## config.mk

```make
export PLATFORM = sky130hd
export DESIGN_NAME = cbf_div
export DESIGN_NICKNAME = d
export VERILOG_FILES = /design/src/hw/rtl/cbf_pkg.sv /design/src/hw/rtl/cbf_div.sv
export SDC_FILE = /design/constraint.sdc
export NUM_CORES = 2
export LEC_CHECK = 0
export ABC_AREA = 1
export BUFFER_PORTS_ARGS = -buffer_cell sky130_fd_sc_hd__buf_2
export CAP_MARGIN = 25
export CORE_MARGIN = 5
export CORE_UTILIZATION = 33
export DETAILED_ROUTE_END_ITERATION = 6
export PLACE_DENSITY = 0.56
export SYNTH_ARGS = -nofsm -noshare
export SYNTH_HDL_FRONTEND = slang
export SYNTH_SLANG_ARGS = --single-unit
```

## constraint.sdc

```tcl
create_clock -name clk -period 4.1 [get_ports clk]
set_clock_uncertainty 0.15 [all_clocks]
set_input_delay 0.82 -clock clk [delete_from_list [all_inputs] [get_ports clk]]
set_output_delay 0.82 -clock clk [all_outputs]
set_load 0.01 [all_outputs]
```

## src/hw/rtl/cbf_pkg.sv

```systemverilog
// shared constants for the cubic bezier curve flattener
package cbf_pkg;

  localparam int MAX_POINTS_DEF = 64;  // default cap on points per curve
  localparam int MIN_POINTS     = 4;   // smaller counts are raised to this
  localparam int COORD_W        = 16;  // q2.14 coordinate width
  localparam int CNT_W          = 7;   // point_count field width
  localparam int NUM_COORDS     = 8;   // p0.x p0.y p1.x p1.y p2.x p2.y p3.x p3.y

endpackage

```

## src/hw/rtl/cbf_div.sv

```systemverilog
// pipelined restoring divider, two lanes sharing one divisor, one quotient bit per stage
module cbf_div import cbf_pkg::*; #(
  parameter int DEN_W = 18,
  parameter int NUM_W = DEN_W + 17
) (
  input  logic                 clk,
  input  logic                 rst_n,
  input  logic                 en,
  input  logic                 in_valid,
  input  logic                 in_last,
  input  logic [NUM_W-1:0]     in_num_x,
  input  logic [NUM_W-1:0]     in_num_y,
  input  logic [DEN_W-1:0]     in_den,
  output logic                 out_valid,
  output logic                 out_last,
  output logic [COORD_W-1:0]   out_q_x,
  output logic [COORD_W-1:0]   out_q_y
);

  localparam int NS = COORD_W;

  logic               v_r    [NS];
  logic               last_r [NS];
  logic [NUM_W-1:0]   rx_r   [NS];
  logic [NUM_W-1:0]   ry_r   [NS];
  logic [DEN_W-1:0]   den_r  [NS];
  logic [COORD_W-1:0] qx_r   [NS];
  logic [COORD_W-1:0] qy_r   [NS];

  genvar k;
  generate
    for (k = 0; k < NS; k++) begin : g_stage
      localparam int BIT = NS - 1 - k;
      logic [NUM_W-1:0]   rx_in, ry_in, sub;
      logic [DEN_W-1:0]   den_in;
      logic [COORD_W-1:0] qx_in, qy_in;
      logic               v_in, last_in;
      logic               gx, gy;

      if (k == 0) begin : g_first
        assign rx_in   = in_num_x;
        assign ry_in   = in_num_y;
        assign den_in  = in_den;
        assign qx_in   = '0;
        assign qy_in   = '0;
        assign v_in    = in_valid;
        assign last_in = in_last;
      end else begin : g_next
        assign rx_in   = rx_r[k-1];
        assign ry_in   = ry_r[k-1];
        assign den_in  = den_r[k-1];
        assign qx_in   = qx_r[k-1];
        assign qy_in   = qy_r[k-1];
        assign v_in    = v_r[k-1];
        assign last_in = last_r[k-1];
      end

      assign sub = NUM_W'(den_in) << BIT;
      assign gx  = (rx_in >= sub);
      assign gy  = (ry_in >= sub);

      always_ff @(posedge clk) begin
        if (!rst_n) begin
          v_r[k] <= 1'b0;
        end else if (en) begin
          v_r[k] <= v_in;
        end
      end

      always_ff @(posedge clk) begin
        if (en) begin
          last_r[k] <= last_in;
          den_r[k]  <= den_in;
          rx_r[k]   <= gx ? (rx_in - sub) : rx_in;
          ry_r[k]   <= gy ? (ry_in - sub) : ry_in;
          qx_r[k]   <= qx_in | (COORD_W'(gx) << BIT);
          qy_r[k]   <= qy_in | (COORD_W'(gy) << BIT);
        end
      end
    end
  endgenerate

  assign out_valid = v_r[NS-1];
  assign out_last  = last_r[NS-1];
  assign out_q_x   = qx_r[NS-1];
  assign out_q_y   = qy_r[NS-1];

endmodule

```

==> flow_summary_export.csv <==
group,metric,value,unit
outcome,status,"completed",
global_routing,grt_busiest_layer,"met2",
floorplanning,die_h,569,um
cts,cts_setup_buffers,0,
logic_synthesis,synth-seq-cells,1624,
cts,clock-sinks,1624,
global_routing,antenna_found_initial,4,
drt,drc_errors,0,
drt,dr.pass1.iters,6,
floorplanning,num_io_pins,127,
cts,post_cts_resize_count,0,
pwr,power,74000,uW
global_routing,grt_usage,0.199,
cts,clkLatencyLatePin,0.89,ns
global_routing,grt_use_met2,0.382,
critical_path,crit_arrival,3.84,ns
critical_path,startpoint_type,"flip-flop",
sta,min_period,3.42,ns
logic_synthesis,synth_top_area_frac,0.473,
logic_synthesis,syn_nets,13200,
sta,max_slew_margin,0.365,
sta,fin_setup_tns,0,ns
critical_path,r2r_slack,0.68,ns
logic_synthesis,synthTopCellsByCount,"3,985 x nand2_1, 1,653 x inv_1, 1,623 x edfxtp_1",
logic_synthesis,synthDistinctLibCells,54,
floorplanning,start_util,0.331,
floorplanning,num_rows,205,
global_routing,use_met3,0.0189,
cts,tritoncts,"done",
layout,nets,13500,
logic_synthesis,async_flop_share,0,
floorplanning,die_w,569,um
critical_path,required,4.52,ns
drt,vias,83400,
drt,drt-initial-drc-count,5030,
layout,fillers,32200,
sta,worst_pin_slew,0.951,ns
placement,port_buffers,126,
global_routing,grt_pass1_vias,84400,
cts,ctsHoldBuffers,50,
logic_synthesis,netlist_area,103000,um2
logic_synthesis,ys_seq_area_frac,0.473,
drt,post_drt_wl_per_cell,19.2,um
sta,fmax,0.293,GHz
logic_synthesis,synth_top_cell_by_area,"edfxtp_1",
drt,antenna_left,0,
hold_path,min_from,"in_num_y[0]",
floorplanning,fp.coreArea,311000,um2
global_routing,grt_max_degree,156,
layout,multiInputGateArea,47100,um2
layout,areaGrowthSynthToFinish,12.2,%
global_routing,overflow,0,
placement,place_hpwl,271000,um
layout,seqCellArea,48800,um2
logic_synthesis,synth_cells,12500,
run,drv_cap,0,
global_routing,grt_first_pass_wirelength,498000,um
drt,viasPerCell,4.87,
layout,drive_above_1_share,0.0557,
hold_path,holdPathEnd,"ry_r[0][0]",
pwr,peakVddDrop,0.333,mV
critical_path,reg2reg_depth,13,
sta,finalCritPeriodShare,0.833,
logic_synthesis,synth.avg_cell_area,8.24,um2
logic_synthesis,synth_edf_count,1623,
cts,cts_made_buffers,195,
sta,rsz0062_at_grt,"false",
cts,clockRootBuffer,"clkbuf_16",
critical_path,worstReg2RegStart,"den_r[0][54]",
sta,hold_viol,0,
logic_synthesis,yosysWarnings,0,
drt,wirelength,329000,um
pwr,cellPowerDensity,641,nW/um2
placement,gp_congestion,0.948,
cts,clkSlewWorstSetupHoldPaths,0.06,ns
critical_path,cp-end-kind,"flip-flop",
hold_path,hold_class,"primary input to flip-flop",
critical_path,reg2reg_to,"rx_r[4][15]",
global_routing,grt_use_met1,0.207,
sta,slew_violations,0,
cts,htree_levels,4,
floorplanning,die_area,323000,um2
layout,fin_util,0.371,
logic_synthesis,synth_most_common_cell,"nand2_1",
logic_synthesis,synth.area.top_cells,"edfxtp_1 47%, nand2_1 15%, ha_1 7.0%",
logic_synthesis,synth_ff_type,"edfxtp_1",
critical_path,path_class,"flip-flop to flip-flop",
critical_path,critPathMaxFanout,30,
pwr,leakage,0.0500,uW
cts,clk_path_buf_depth,4,
sta,report.final.setup_viol,0,
hold_path,hold_depth,1,
[critical path, cell delays in order (launching register included)]
cell and delay, ns:
edfxtp_1 0.49, ha_1 0.29, fa_1 0.43, nand3b_1 0.19, nand2_1 0.21, nand2_1 0.08, nand2_1 0.13, nand2_1 0.07
nand2_1 0.10, nand2_1 0.07, nand2_2 0.29, inv_2 0.37, nand2_1 0.18, o21ai_2 0.07
[layout by cell type, fill, tap and decap left out, types with 20 or more instances in the layout]
cell and n:
a21o_1 45, a21oi_1 763, a21oi_2 46, and2_1 31, buf_2 125, buf_4 64, bufinv_16 20, clkbuf_1 38
clkbuf_16 196, clkinv_1 31, clkinv_2 21, dlygate4sd3_1 50, edfxtp_1 1623, fa_1 30, ha_1 576, inv_1 1653
nand2_1 3985, nand2_2 28, nand3_1 630, nand3_2 20, nand3b_1 106, nand4_1 277, nor2_1 1182, nor2_2 20
nor3_1 199, nor4_1 42, o21ai_0 448, o21ai_1 55, o21ai_2 49, o21bai_1 39, or2_2 22, xnor2_1 156
xor2_1 234
[area by class of cell]
| class | count | share of cell area |
|---|---|---|
| timing repair buffer | 255 | 0.0167 |
| antenna | 1 | 0.0000217 |
| inverter | 1676 | 0.0545 |
| clock inverter | 118 | 0.0112 |
| clock buffer | 234 | 0.0437 |
| tap | 4140 | 0.0448 |
| multi-input combinational | 9084 | 0.407 |
| sequential | 1624 | 0.422 |
[per-stage QoR]
step	area [um2]	hold WS, ns	cells	setup WS, ns
after floorplan	103000	0.250	12500	1.21
after global placement	109000	0.250	16700	0.615
after detailed placement	109000	0.255	16700	0.639
after CTS	116000	0.0193	17100	0.641
after global routing	116000	0.0566	17100	0.453
final	116000	0.0864	17100	0.683
[state kept, by name (all words and copies together) (netlist names)]
| register | count |
|---|---|
| v_r | 16 |
| qy_r | 136 |
| rx_r | 525 |
| last_r | 16 |
| den_r | 270 |
| qx_r | 136 |
| ry_r | 525 |
[cell families after synthesis]
kind of cell    Yosys count  synth area share
buf+inv                1792            0.0700
xor+xnor                390            0.0332
flops                  1624             0.473
fa+ha+maj               606            0.0758
simple gates           6589             0.268
compound gates         1499            0.0799
[how the worst max path moves through the flow]
| stage | startpoint | end | slack, ns | cells past startpoint |
|---|---|---|---|---|
| after floorplan | in_num_x[15] | rx_r[0][23] | 1.21 | 16 |
| after detailed placement | in_num_y[15] | ry_r[0][25] | 0.64 | 16 |
| after global routing | ry_r[0][252] | ry_r[1][9] | 0.45 | 15 |
| after global placement | in_num_y[15] | ry_r[0][30] | 0.62 | 16 |
| final | den_r[0][54] | rx_r[4][15] | 0.68 | 13 |
| after CTS | ry_r[0][190] | ry_r[0][219] | 0.64 | 9 |
[power by group]
group / switching (uW) / internal (uW) / total [uW]
clock network: 7280 / 10100 / 17400
logic: 20200 / 10300 / 30500
registers: 2800 / 23300 / 26100
total: 30200 / 43800 / 74000
[layer usage]
| layer | share of wire | vias up |
|---|---|---|
| met5 | 0.000040 | - |
| met4 | 0.072 | 2 |
| met3 | 0.030 | 776 |
| met2 | 0.53 | 1748 |
| met1 | 0.37 | 38600 |
| li1 | - | 42300 |
(Power assumes the default switching activity.)
